$ cat src/hw/rtl/adt_pkg.sv
package adt_pkg;

  typedef enum logic [1:0] {
    FUNC_ADD        = 2'd0,
    FUNC_CANCEL_REM = 2'd1,
    FUNC_CANCEL_0   = 2'd2,
    FUNC_CHECK      = 2'd3
  } func_t;

  typedef enum logic [2:0] {
    ST_ADDED     = 3'd0,
    ST_FULL      = 3'd1,
    ST_CANCELLED = 3'd2,
    ST_NOT_FOUND = 3'd3,
    ST_FIRED     = 3'd4
  } status_t;

  typedef enum logic [3:0] {
    S_IDLE,
    S_MUL_SEC,
    S_ADD_SEC,
    S_MUL_USEC,
    S_ADD_USEC,
    S_WRITE,
    S_SCAN,
    S_DIV,
    S_EMIT,
    S_OUT
  } state_t;

  typedef struct packed {
    logic [63:0] deadline;
    logic [15:0] event_id;
    logic [7:0]  thread_id;
  } entry_t;

  localparam logic [63:0] NS_PER_SEC  = 64'd1000000000;
  localparam logic [63:0] NS_PER_USEC = 64'd1000;

endpackage

$ cat src/hw/rtl/adt_cell.sv
// one table slot; shifts toward head when a lower slot is removed
module adt_cell (
  input  logic             clk,
  input  logic             rst,
  input  logic             load,
  input  adt_pkg::entry_t  load_entry,
  input  logic             shift,
  input  adt_pkg::entry_t  up_entry,
  input  logic             up_valid,
  output adt_pkg::entry_t  entry,
  output logic             valid
);

  always_ff @(posedge clk) begin
    if (shift) begin
      entry <= up_entry;
    end else if (load) begin
      entry <= load_entry;
    end
  end

  always_ff @(posedge clk) begin
    if (rst) begin
      valid <= 1'b0;
    end else if (shift) begin
      valid <= up_valid;
    end else if (load) begin
      valid <= 1'b1;
    end
  end

endmodule

$ cat config.mk
export PLATFORM = sky130hd
export DESIGN_NAME = adt_cell
export DESIGN_NICKNAME = d
export VERILOG_FILES = /design/src/hw/rtl/adt_pkg.sv /design/src/hw/rtl/adt_cell.sv
export SDC_FILE = /design/constraint.sdc
export NUM_CORES = 1
export LEC_CHECK = 0
export BUFFER_PORTS_ARGS = -buffer_cell sky130_fd_sc_hd__buf_2
export CORE_AREA = 2 2 105 107
export DETAILED_ROUTE_END_ITERATION = 16
export DIE_AREA = 0 0 107 109
export PLACE_DENSITY = 0.81
export SETUP_SLACK_MARGIN = 0.05
export SLEW_MARGIN = 10
export SYNTH_ARGS = -nofsm -noshare
export SYNTH_HDL_FRONTEND = slang
export SYNTH_SLANG_ARGS = --single-unit
$ cat constraint.sdc
create_clock -name clk -period 6.7 [get_ports clk]
set_clock_uncertainty 0.05 [all_clocks]
set_input_delay 0.335 -clock clk [delete_from_list [all_inputs] [get_ports clk]]
set_output_delay 0.335 -clock clk [all_outputs]
set_load 0.01 [all_outputs]
# --- Yosys cells after proc, flatten, opt, wreduce, memory -nomap -nowiden ---
# Cells that the tools add are included.
word_totals:
  reg_bits: 89
  input_bits: 181
  output_inout_bits: 89
  elab_cells: 9
op_classes:
  mux: 4
  reduce_logical: 1
ops:
  columns: ["op", "count"]
  rows:
  - ["2-to-1 mux 88 bit", 2]
  - ["2-to-1 mux 1 bit", 2]
  - ["nonzero test 2 bit", 1]

# --- Depth between registers and ports, before layout ---
# Gate-level depths: netlist of run 1.
logic_depth:
  ltp_word: 2
  ltp_mapped: 4

# --- Worst setup path after synthesis of run 1 ---
# No wires, ideal clock.
synth_path:
  path_kind: "input port to flip-flop"
  startpoint: "input shift"
  endpoint: "register entry[0] in the netlist's numbering (enable)"
  arrival_time_ns: 2.657
  setup_slack_ns: 3.541
  stages: 3
  n_path_buf: 2
  cell_sequence: "buf_6 > buf_8 > or2_1"
synth_between:
  elab_chain_cells: 1
synth_lines:
  columns: ["element", "line", "source"]
  rows:
  - ["start, declared", "adt_cell.sv:7", "input logic shift,"]
  - ["nonzero test 2 bit (no line)", null, null]
  - ["end signal, assigned", "adt_cell.sv:16", "entry <= up_entry;"]
  - ["end signal, assigned", "adt_cell.sv:18", "entry <= load_entry;"]
  - ["end, declared", "adt_cell.sv:10", "output adt_pkg::entry_t entry,"]
# No other way between the ends.
# A chain may end at the register's enable or synchronous reset.

# --- Worst setup path in the final report of run 1 ---
layout_path:
  startpoint: "input shift"
  endpoint: "register entry[35] in the netlist's numbering (data pin)"
layout_between:
  elab_chain_cells: 1
layout_lines:
  columns: ["element", "line", "source"]
  rows:
  - ["2-to-1 mux 88 bit", "adt_cell.sv:15", "if (shift) begin"]
# No other way between the ends.

==> results of run 1 <==
## worst reg2reg max path: stages, from the launching register on
cell	delay (ps)
dfxtp_1	340
nor3_2	230
nor3_2	70
## through the flow
stage / total power [mW] / util [%] / hold WS (ps) / worst slack, ps
final: 1.33 / 54.3 / 107 / 4630
after global routing: 1.39 / 54.3 / 90.2 / 4580
after CTS: 1.35 / 54.3 / 79.9 / 4660
after detailed placement: 0.962 / 52.3 / 465 / 4260
after global placement: 0.953 / 52.3 / 453 / 4320
after floorplan: 0.846 / - / 354 / 3540
## area by class of cell
cell class                 count  share of cell area [%]
sequential                    89                    46.3
timing repair buffer         270                    23.6
multi-input combinational     92                    23.5
tap                          140                    3.04
clock buffer                   9                    2.15
clock inverter                 7                    1.48
## synth_stat cells
library cell	number
buf_6	1
or2_1	1
dfxtp_1	1
edfxtp_1	88
buf_8	1
nor3_2	2
mux2_4	87
and2b_1	1
buf_12	8
mux2_2	1
## path summary, 6_finish.rpt
path,endpoint,slack (ps),depth (start not counted)
setup / recovery,entry[35],4630,3
hold / removal,valid,110,2
setup reg to reg,valid,5910,2
hold reg to reg,valid,580,2
## metal layers
metal	track usage, %	routed length, um	vias up
met1	14.3	3190	1249
met5	0	0	-
met3	4.30	719	14
met4	6.86	155	0
li1	-	-	1287
met2	28.2	5100	133
## flip-flops by register name (all words and copies together), names as in the netlist
register,flops
valid,1
entry,88
## logic make-up after synthesis
logic type             after synthesis  synth area share [%]
flip-flops                          89                  63.4
multiplexers                        88                  31.4
buffers and inverters               10                  4.44
AND/OR/NAND/NOR                      4                 0.804
## power by group through the flow
stage | Sequential (mW) | Combinational, mW | Clock [mW]
after global placement | 0.710 | 0.243 | 0
after detailed placement | 0.712 | 0.250 | 0
after CTS | 0.700 | 0.250 | 0.400
after floorplan | 0.746 | 0.100 | 0
final | 0.699 | 0.246 | 0.386
after global routing | 0.704 | 0.264 | 0.420
==> results by group, run 1 <==
Clock tree
  • Clock Latency Late Sink: 340 ps
  • Root Buffer: clkbuf_8
  • Max H-tree Level: 3
  • Maximum buffer depth of the clock tree: 2
  • CTS buffer count: 9
  • Clock-pin slew on the worst setup and hold paths: 80 ps
  • CTS tree: built
  • Sink Count: 89
  • Setup repair bufs after CTS: 0
  • Hold-fix buffers at CTS: 0
  • Post-cts sizing count: 0

Pwr
  • Clock group share of total power: 29.0%
  • Max VDD drop: 0.000122 V
  • Sw Pwr: 0.303 mW
  • Switch share: 22.8%
  • Sequential power share: 52.5%
  • Pwr Density: 231 nW/um^2
  • Gate power share: 18.5%
  • Pleak: 2.81 nW
  • P_int: 1.03 mW

Setup path
  • Slowest-stage cell, CP: buf_4
  • Crit-path max cell delay: 870 ps
  • Worst setup path start: shift
  • WP buf/inv: 2
  • Reg2reg start: valid
  • Crit path launch type: primary input
  • Crit-path max FO: 56
  • Critical path's most frequent cell: buf_4
  • Crit path kind: in2reg
  • CP Capture Type: flop
  • Crit-path leading delay family: buffers and inverters
  • CP Cell Sequence: buf_4, buf_4, mux2_4
  • WP data arrival: 2110 ps
  • Worst path required time: 6740 ps

Synthesis
  • Unique masters post-synth: 10
  • Post-Syn Area: 4200 um^2
  • Sequential share of the synthesized area: 63.4%
  • Cells after Synth: 191
  • Largest cells by area after synthesis: edfxtp_1, mux2_4, buf_12
  • Share of the synthesized area in the top cell type: 62.9%
  • Largest area contributor in the netlist: edfxtp_1
  • YS warnings: 0
  • Syn avg cell area: 22.0 um^2
  • Synth Net Count: 372
  • Seq cells post-synth: 89

Min path
  • Worst min path class: in2reg
  • HP Start: rst

Finish
  • Sequential cell area: 2660 um^2
  • FILL cells: 874
  • Nets@finish: 643
  • Post-route cell area: 5760 um^2
  • Multi-input combinational cell area: 1350 um^2
  • Share of cells above drive strength 1: 80.3%
  • Area growth from synthesis to layout: 37.1%
  • Inserted Diodes: 0
  • Commonest non-fill, non-tap cell in the layout: buf_2
  • Final non-filler cell total: 607
  • Most frequent cells in the layout: buf_2, edfxtp_1, mux2_4

Die
  • # IOs: 270
  • Die Height: 109 um
  • Die area: 11700 um^2
  • Die W: 107 um
  • Site row count: 38
  • Initial Util: 39.6%
  • Core area: 10600 um^2

Placement
  • Placed insts: 591
  • DP Wirelength: 7160 um
  • IO Port Bufs: 269
  • GPL Wtd Cong: 0.732
  • Area of placed instances: 5550 um^2

Status
  • Status: completed

Drt
  • DR vias: 2683
  • DR WL/cell: 15.1 um
  • First-pass DRT Iterations: 4
  • Final wirelength: 9160 um
  • DRC viols: 0
  • Post-route ant nets: 0
  • Vias per inst: 4.42
  • Initial DRC count: 90

Global routing
  • Global-route wire length before repair: 12700 um
  • Overflow after GRT: 0
  • GRT Util Overall: 14.6%
  • Largest net degree at the start of global routing: 89
  • Initial antenna violation count: 0
  • Vias in the first global route: 2733

STA
  • Period utilization: 30.9%
  • RSZ-0062 raised after global routing: false
  • Slew at the pin closest to its max-slew limit: 1170 ps
  • Final Critical Period: 2070 ps
  • Achievable Freq: 483 MHz
  • Max_slew headroom: 22.3%
  • Final slew viol count: 0
  • Final Setup Violations: 0
  • Final-report hold violation count: 0
  • Final setup TNS: 0 ps

Run
  • Max-Cap Viols: 0
Power figures use the tool's default switching activity.
==> run 2, diff against run 1 <==
--- a/config.mk
+++ b/config.mk
@@ -6,10 +6,9 @@
 export NUM_CORES = 1
 export LEC_CHECK = 0
 export BUFFER_PORTS_ARGS = -buffer_cell sky130_fd_sc_hd__buf_2
-export CORE_AREA = 2 2 105 107
+export CORE_UTILIZATION = 39
 export DETAILED_ROUTE_END_ITERATION = 16
-export DIE_AREA = 0 0 107 109
-export PLACE_DENSITY = 0.81
+export PLACE_DENSITY = 0.83
 export SETUP_SLACK_MARGIN = 0.05
 export SLEW_MARGIN = 10
 export SYNTH_ARGS = -nofsm -noshare
==> constraint.sdc (replaced) <==
create_clock -name clk -period 1.9 [get_ports clk]
set_clock_uncertainty 0.05 [all_clocks]
set_input_delay 0.095 -clock clk [delete_from_list [all_inputs] [get_ports clk]]
set_output_delay 0.095 -clock clk [all_outputs]
set_load 0.01 [all_outputs]
==> run 2 against run 1 <==
  * The flow now stops in clock tree synthesis
  * Synthesized cell count unchanged
  * Area after synthesis unchanged
==> results by group, run 2 <==
Status
  • Status: did not finish
  • Stopped at: clock tree synthesis
  • Tool error: [ERROR RSZ-0060] Max buffer count reached.

Synthesis
  • Unique masters post-synth: 10 (unchanged)
  • Post-Syn Area: 4200 um^2 (unchanged)
  • Commonest register cell after synthesis: edfxtp_1
  • Largest cells by area after synthesis: edfxtp_1, mux2_4, buf_12
  • Cells after Synth: 191 (unchanged)
  • Most common cell in the synthesized netlist: edfxtp_1
  • Seq cells post-synth: 89 (unchanged)
  • Sequential share of the synthesized area: 63.4% (unchanged)
  • Syn avg cell area: 22.0 um^2 (unchanged)
  • YS warnings: 0 (unchanged)
  • Most instantiated cells after synthesis: edfxtp_1, mux2_4, buf_12
  • EDFF count, synth: 88 (unchanged)
  • Post-synthesis async set-or-reset flop share: 0% (unchanged)
  • Share of the synthesized area in the top cell type: 62.9% (unchanged)
  • Largest area contributor in the netlist: edfxtp_1
  • Synth Net Count: 372 (unchanged)

Placement
  • IO Port Bufs: 269 (unchanged)
  • GPL Wtd Cong: 0.731 (-0.14%)
  • Area of placed instances: 5600 um^2 (+0.99%)

Die
  • Die W: 106 um (-1.1%)
  • Die Height: 106 um (-3.0%)
  • # IOs: 270 (unchanged)
  • Initial Util: 40.5% (+0.89 points)
  • Site row count: 37 (-2.6%)

Clock tree
  • Setup repair bufs after CTS: 0 (unchanged)
  • CTS buffer count: 9 (unchanged)
  • Max H-tree Level: 3 (unchanged)
  • Post-cts sizing count: 0 (unchanged)
  • Root Buffer: clkbuf_8
  • Sink Count: 89 (unchanged)
  • Maximum buffer depth of the clock tree: 2 (unchanged)
  • Hold-fix buffers at CTS: 123 (+123)
-- run 2: per-stage QoR --
step,setup slack [ps],hold slack (ps),instances
after floorplan,295,114,191
after global placement,660,238,590
after detailed placement,635,244,590
-- run 2: logic make-up after synthesis --
group         Yosys count  synth area share, %
buf+inv                10                 4.44
simple gates            4                0.804
mux                    88                 31.4
flops                  89                 63.4
