`config.mk`:
```
export PLATFORM = sky130hd
export DESIGN_NAME = adt_divider
export DESIGN_NICKNAME = d
export VERILOG_FILES = /design/src/hw/rtl/adt_divider.sv
export SDC_FILE = /design/constraint.sdc
export NUM_CORES = 2
export LEC_CHECK = 0
export BUFFER_PORTS_ARGS = -buffer_cell sky130_fd_sc_hd__buf_2
export CAP_MARGIN = 20
export CORE_MARGIN = 2
export CORE_UTILIZATION = 60
export DETAILED_ROUTE_END_ITERATION = 10
export HOLD_SLACK_MARGIN = 0.05
export PLACE_DENSITY = 0.91
export SYNTH_ARGS = -nofsm -noshare
export SYNTH_HDL_FRONTEND = slang
export SYNTH_SLANG_ARGS = --single-unit
export TNS_END_PERCENT = 100
```
`constraint.sdc`:
```
create_clock -name clk -period 11.5 [get_ports clk]
set_clock_uncertainty 0.2 [all_clocks]
set_input_delay 1.725 -clock clk [delete_from_list [all_inputs] [get_ports clk]]
set_output_delay 1.725 -clock clk [all_outputs]
set_load 0.005 [all_outputs]
```
`src/hw/rtl/adt_divider.sv`:
```
// ceiling of a 64-bit nanosecond count divided by 1e9
// 1e9 = 2^9 * 1953125: the power of two is shifted out, the odd part is
// handled by a multiply with its reciprocal, which is low by at most one
module adt_divider (
  input  logic        clk,
  input  logic        rst,
  input  logic        start,
  input  logic [63:0] dividend,
  output logic        done,
  output logic [34:0] quotient_ceil
);

  localparam logic [20:0] ODD_DIV = 21'd1953125;
  localparam logic [55:0] RECIP   = 56'((128'd1 << 76) / 128'd1953125);

  logic [54:0]  x;
  logic         low_nz;
  logic [110:0] acc;
  logic [34:0]  q0;
  logic [21:0]  r;
  logic [2:0]   step;
  logic         busy;
  logic [31:0]  mul_a;
  logic [31:0]  mul_b;
  logic [63:0]  part;
  logic [110:0] part_sh;
  logic [55:0]  qd;
  logic [55:0]  x_minus;
  logic         fix;
  logic [34:0]  q_fix;
  logic         r_nz;

  // one 32x32 partial product of x * RECIP per cycle
  assign mul_a = step[1] ? {9'd0, x[54:32]} : x[31:0];
  assign mul_b = step[0] ? {8'd0, RECIP[55:32]} : RECIP[31:0];
  assign part  = mul_a * mul_b;

  always_comb begin
    if (step == 3'd0) begin
      part_sh = {47'd0, part};
    end else if (step == 3'd3) begin
      part_sh = {part[46:0], 64'd0};
    end else begin
      part_sh = {15'd0, part, 32'd0};
    end
  end

  // remainder of the estimate, then the single correction step
  assign qd      = {21'd0, q0} * {35'd0, ODD_DIV};
  assign x_minus = {1'b0, x} - qd;
  assign fix     = (r >= {1'b0, ODD_DIV});
  assign q_fix   = fix ? (q0 + 35'd1) : q0;
  assign r_nz    = fix ? (r != {1'b0, ODD_DIV}) : (r != 22'd0);

  always_ff @(posedge clk) begin
    if (rst) begin
      busy <= 1'b0;
      done <= 1'b0;
      step <= '0;
    end else begin
      done <= 1'b0;
      if (start) begin
        busy   <= 1'b1;
        x      <= dividend[63:9];
        low_nz <= |dividend[8:0];
        acc    <= '0;
        step   <= '0;
      end else if (busy) begin
        step <= step + 3'd1;
        case (step)
          3'd4: q0 <= acc[110:76];
          3'd5: r  <= x_minus[21:0];
          3'd6: begin
            quotient_ceil <= q_fix + {34'd0, (r_nz | low_nz)};
            done          <= 1'b1;
            busy          <= 1'b0;
          end
          default: acc <= acc + part_sh;
        endcase
      end
    end
  end

endmodule

```
Yosys cells after proc, flatten, opt, wreduce, memory -nomap -nowiden

Cells that the tools add are included.

Bits in registers: 264
Bits of input ports: 67
Logic and storage cells: 51

$add $sub $neg: 5
Multiply operators: 2
Magnitude comparators: 1
Equality and inequality tests: 6
Muxes and demuxes: 12
Bitwise operators: 4
Reductions and logical operators: 12

Operators by type and width:

| operator                                               | number |
|---|---|
| 2-to-1 mux 111 bit                                     | 4 |
| adder 111 bit                                          | 1 |
| multiplier 32 x 31 -> 63 bit                           | 1 |
| adder 35 x 1 -> 35 bit                                 | 1 |
| adder 35 x 1 -> 35 bit (second input constant)         | 1 |
| multiplier 35 x 21 -> 22 bit (second input constant)   | 1 |
| 2-to-1 mux 35 bit                                      | 1 |
| 2-to-1 mux 32 bit                                      | 1 |
| 2-to-1 mux 31 bit                                      | 1 |
| >= comparator 22 x 21 -> 1 bit (second input constant) | 1 |
| != test 22 x 21 -> 1 bit (second input constant)       | 1 |
| nonzero test 22 bit                                    | 1 |
| subtractor 22 bit                                      | 1 |
| AND reduction 4 bit                                    | 3 |
| == test 3 bit (second input constant)                  | 3 |
| OR reduction 9 bit                                     | 1 |
| OR reduction 3 bit                                     | 2 |
| 2-to-1 mux 1 bit                                       | 5 |
| adder 3 x 1 -> 3 bit (second input constant)           | 1 |
| == test 3 x 2 -> 1 bit (second input constant)         | 1 |
| zero test 3 bit                                        | 1 |
| inverter 1 bit                                         | 3 |
| AND reduction 3 bit                                    | 1 |
| != test 2 x 1 -> 1 bit (second input constant)         | 1 |
| other kinds (4)                                        | 4 |

Logic depth before layout (Yosys ltp)

Depth in word-level cells: 7
Depth in mapped cells: 49
Depth with buffers taken out: 45

Worst setup path after synthesis

OpenSTA, ideal clock, no wires.

Kind: register -> register
Start point: reg step[1]
End point: reg acc[103], data pin
Setup time: 281 ps
Data arrival time: 11,133 ps
Required time: 11,019 ps
Slack: -114 ps
Stages on the path, launching flop included: 46
Path buffers: 4
Cells stage by stage: dfxtp_1 -> buf_1 -> clkbuf_1 -> clkbuf_1 -> nand2_1 -> o21ai_0 -> nand2_1 -> fa_1 -> inv_1 -> fa_1 -> inv_1 -> fa_1 -> inv_1 -> fa_1 -> fa_1 -> fa_1 -> fa_1 -> inv_1 -> [10 not listed] -> a21oi_2 -> a41o_1 -> o21ai_1 -> mux2_1 -> or2_1 -> ha_1 -> a21oi_1 -> o21bai_1 -> a21oi_1 -> o221ai_1 -> a221oi_1 -> o22ai_1 -> o211ai_1 -> nand3_1 -> a31oi_1 -> o211ai_1 -> mux2i_1 -> o311ai_0

Word-level cells in the longest chain between the ends: 7

Ends and longest elaborated chain:

| item                         | line | source |
|---|---|---|
| start, declared              | 21   | `logic [2:0] step;` |
| start signal, assigned       | 69   | `step <= step + 3'd1;` |
| 2-to-1 mux 32 bit            | 34   | `assign mul_a = step[1] ? {9'd0, x[54:32]} : x[31:0];` |
| multiplier 32 x 31 -> 63 bit | 36   | `assign part = mul_a * mul_b;` |
| 2-to-1 mux 111 bit           | 41   | `end else if (step == 3'd3) begin` |
| 2-to-1 mux 111 bit (*)       | 39   | `if (step == 3'd0) begin` |
| adder 111 bit (*)            | 78   | `default: acc <= acc + part_sh;` |
| 2-to-1 mux 111 bit (*)       | 70   | `case (step)` |
| 2-to-1 mux 111 bit (*)       | 68   | `end else if (busy) begin` |
| end signal, assigned         | 78   |  |
| end, declared                | 18   | `logic [110:0] acc;` |

Every way passes the cells marked *; elsewhere a longest branch is shown, timed or not. The select of a mux whose other input is x is not followed.
A chain may end at the register's enable or synchronous reset.

Worst setup path after layout

Start point: reg step[1]
End point: reg acc[107], data pin

Same word-level chain as after synthesis.

==> key figures <==
Clock network
  • Num CTS Buffers: 34
  • Master cell of the clock root buffer: clkbuf_16
  • Longest Clk Path Bufs: 3
  • Clock edge transition at the registers on the reported setup and hold paths: 70 ps
  • Clock tree from TritonCTS: built
  • Clock Latency Late Sink: about 610 ps
  • Sinks on Clock Net: 264
  • Number of H-tree branching levels: 2
  • CTS Hold Bufs: 0

Synthesis
  • Count of yosys warnings during synthesis: 0
  • Sequential cell area fraction in the yosys report: 18.1%
  • Number of enable flip-flop cells after synthesis: ~260
  • Async set-or-reset flop fraction in the synthesized netlist: 0%
  • Synth area leader: fa_1
  • Count of different cell masters after synthesis: 99
  • Dominant synthesized flop cell: edfxtp_1
  • Cells taking the most area after synthesis: fa_1 26%, ha_1 18%, edfxtp_1 18%
  • Gate Count Post-Synth: 4521
  • Total of flip-flops plus latches after synthesis: 264
  • Post-synthesis average cell area: between 9 and 10 µm²
  • Most common cell in the netlist: inv_1
  • Cell area after technology mapping: between 40000 and 50000 µm²
  • Fraction of post-synthesis cell area in the top cell type by area: between 20% and 30%
  • Top cell types by occurrence after synthesis: 726 x inv_1, 635 x ha_1, 570 x fa_1

STA
  • Fin crit share: 98.8%
  • Max-slew violation count: 0
  • Worst hold slack across all endpoints: 253 ps
  • Minimum period implied by the final worst setup slack: 11370 ps
  • FMAX: 88.0 MHz
  • Final count of hold timing violations: 0
  • Slew at the pin closest to its max-slew limit: between 1000 and 1500 ps
  • Slew HR: 24.5%
  • Setup Viol. Count Final: 0

Layout
  • Synthesis-to-layout area growth: 10.5%
  • Post-layout nets: about 6000
  • Storage cell area: 7890 µm²
  • Count of fill cells added during filler insertion: about 5200
  • Multi-input combinational cell area: 33000 µm²
  • Share of post-route cells with drive strength above 1: 11.9%
  • Post-route standard cell area excluding fillers: 48100 µm²
  • ANT cells: 0

Global routing
  • Number of global-route vias before repair: 36100
  • Global-route usage over all layers: 35.6%
  • Total overflow reported by the global router: 0
  • Global-route wire length before repair: 204 mm
  • Pin count of the biggest net entering global routing: 91
  • Number of antenna violations at the first check in global routing: 3

Placement
  • IO buf count: 102
  • Routability Congestion: 1.11
  • Post-DP HPWL: 109 mm
  • Instance area after placement: approximately 46000 µm²

Floorplan
  • Floorplan die height: 273 µm
  • Ports: 103
  • Die width: 273 µm
  • Placeable core area: 71700 µm²
  • Standard-cell row count: 98
  • Area of the die: 74800 µm²
  • Effective utilization at floorplan: about 60%

Routing
  • DRC violation total after the first TritonRoute iteration: 4395
  • First-pass iteration count of the detailed router: 10
  • Number of vias after detailed routing: 35600
  • Total length of routed wires: between 100 and 150 mm
  • Vias per std cell: 6.26
  • Antenna Nets Post-Route: 0
  • Average wire per standard cell: 23.5 µm
  • Drt drc: 0

Critical path
  • Data required, critical path: 11580 ps
  • CP Max Fanout: 10
  • Critical path arrival: 11440 ps
  • Worst Path Class, Setup: flip-flop to flip-flop
  • Largest stage delay on the critical path: 580 ps
  • Setup crit end kind: flip-flop
  • Critical Path Source Type: flip-flop
  • Standard cell with the maximum stage delay on the critical path: fa_1
  • Critical path's most frequent cell: fa_1

Run status
  • Run status: completed

Flow run
  • Count of max-cap constraint violations: 0

Worst hold path
  • Class of the tightest hold or removal check: flip-flop to flip-flop
## layout by cell type (no fill, tap or decap), types with 9 or more instances in the layout
cell       instances
nor4_1            14
nor2b_1           34
a211oi_1          21
and2_1            24
a21o_1           110
o21ai_2            9
o21bai_1          34
o21ai_0          150
o31ai_1            9
nor3_1            43
nor2_1           341
conb_1            36
nand2_1          265
o21ai_1           24
or3_1             11
buf_4            205
nand2_2            9
xnor2_1          183
inv_1            710
o21a_1            28
nand4_1           57
a31oi_1           28
nand2b_1          27
xor2_1            86
a21oi_2           23
and3_1            22
inv_2             17
nand3_1           63
fa_1             564
buf_2            101
o22ai_1           24
a21oi_1          221
ha_1             623
mux2i_1           11
edfxtp_1         259
mux2_2            12
o211ai_1          18
clkbuf_16         34
## flip-flops by register name, summed over array words and instances (netlist names)
signal         cells
x                 55
low_nz             1
quotient_ceil     35
acc              111
step               3
r                 22
done               1
busy               1
q0                35
## critical path: cells and delay by family (launching register included)
family,cells,cell delay [ps]
AO/OA/AOI/OAI,8,1710
XOR/XNOR,1,370
adder cells (fa/ha/maj),10,4660
buffers and inverters,6,880
flip-flops,1,450
multiplexers,1,290
AND/OR/NAND/NOR,12,2470
## stage by stage
stage | util, % | worst slack (ps) | instances | TNS (ps)
global route | 67.1 | -158 | 5693 | -1300
global placement | 64.3 | -96.4 | 5612 | -143
CTS | 66.0 | 8.48 | 5673 | 0
detailed placement | 64.3 | -322 | 5612 | -2580
finish | 67.1 | 134 | 5693 | 0
floorplan | - | 45.1 | 4555 | 0
## area by class of cell
type	instances	area share, %
Sequential cell	264	16.4
Clock buffer	39	1.81
Tap cell	950	2.47
Clock inverter	21	0.616
Multi-Input combinational cell	3376	68.5
Inverter	731	5.71
Timing Repair Buffer	312	4.47
## timing repair
action                                  4_1_cts  5_1_grt
buffers inserted                              1       19
resized for setup                            21      153
pin swaps                                     1       32
endpoints found under the setup margin       20       51
endpoints found under the hold margin         0        0
## layer usage
metal,up-vias,share of wire (%),global-route usage [%]
li1,15600,-,-
met1,17200,37,46.6
met5,-,0.026,0
met2,2299,44,55.1
met3,536,13,10.2
met4,6,6.0,16.0
## final timing paths
check	start	to	slack, ps	depth (start not counted)
worst max-delay path	step[1]$_SDFFE_PN0P_	acc[107]$_SDFFCE_PP0P_	130	38
worst min-delay path	acc[77]$_SDFFCE_PP0P_	q0[1]$_DFFE_PP_	250	0
worst max register to register	step[1]$_SDFFE_PN0P_	acc[107]$_SDFFCE_PP0P_	130	38
worst min register to register	acc[77]$_SDFFCE_PP0P_	q0[1]$_DFFE_PP_	250	0
## cells by family after synthesis
| logic type | synth area share, % |
|---|---|
| other | 0.0172 |
| adders and majority gates | 44.4 |
| DFF | 18.1 |
| and+or+nand+nor | 10.6 |
| AOI/OAI and AO/OA | 12.4 |
| buffers and inverters | 8.02 |
| muxes | 0.804 |
| xor gates and xnor gates | 5.57 |
Power is left out: the tool's default activity adds up to more than one toggle a clock period on the data nets, which glitch-free logic cannot reach.
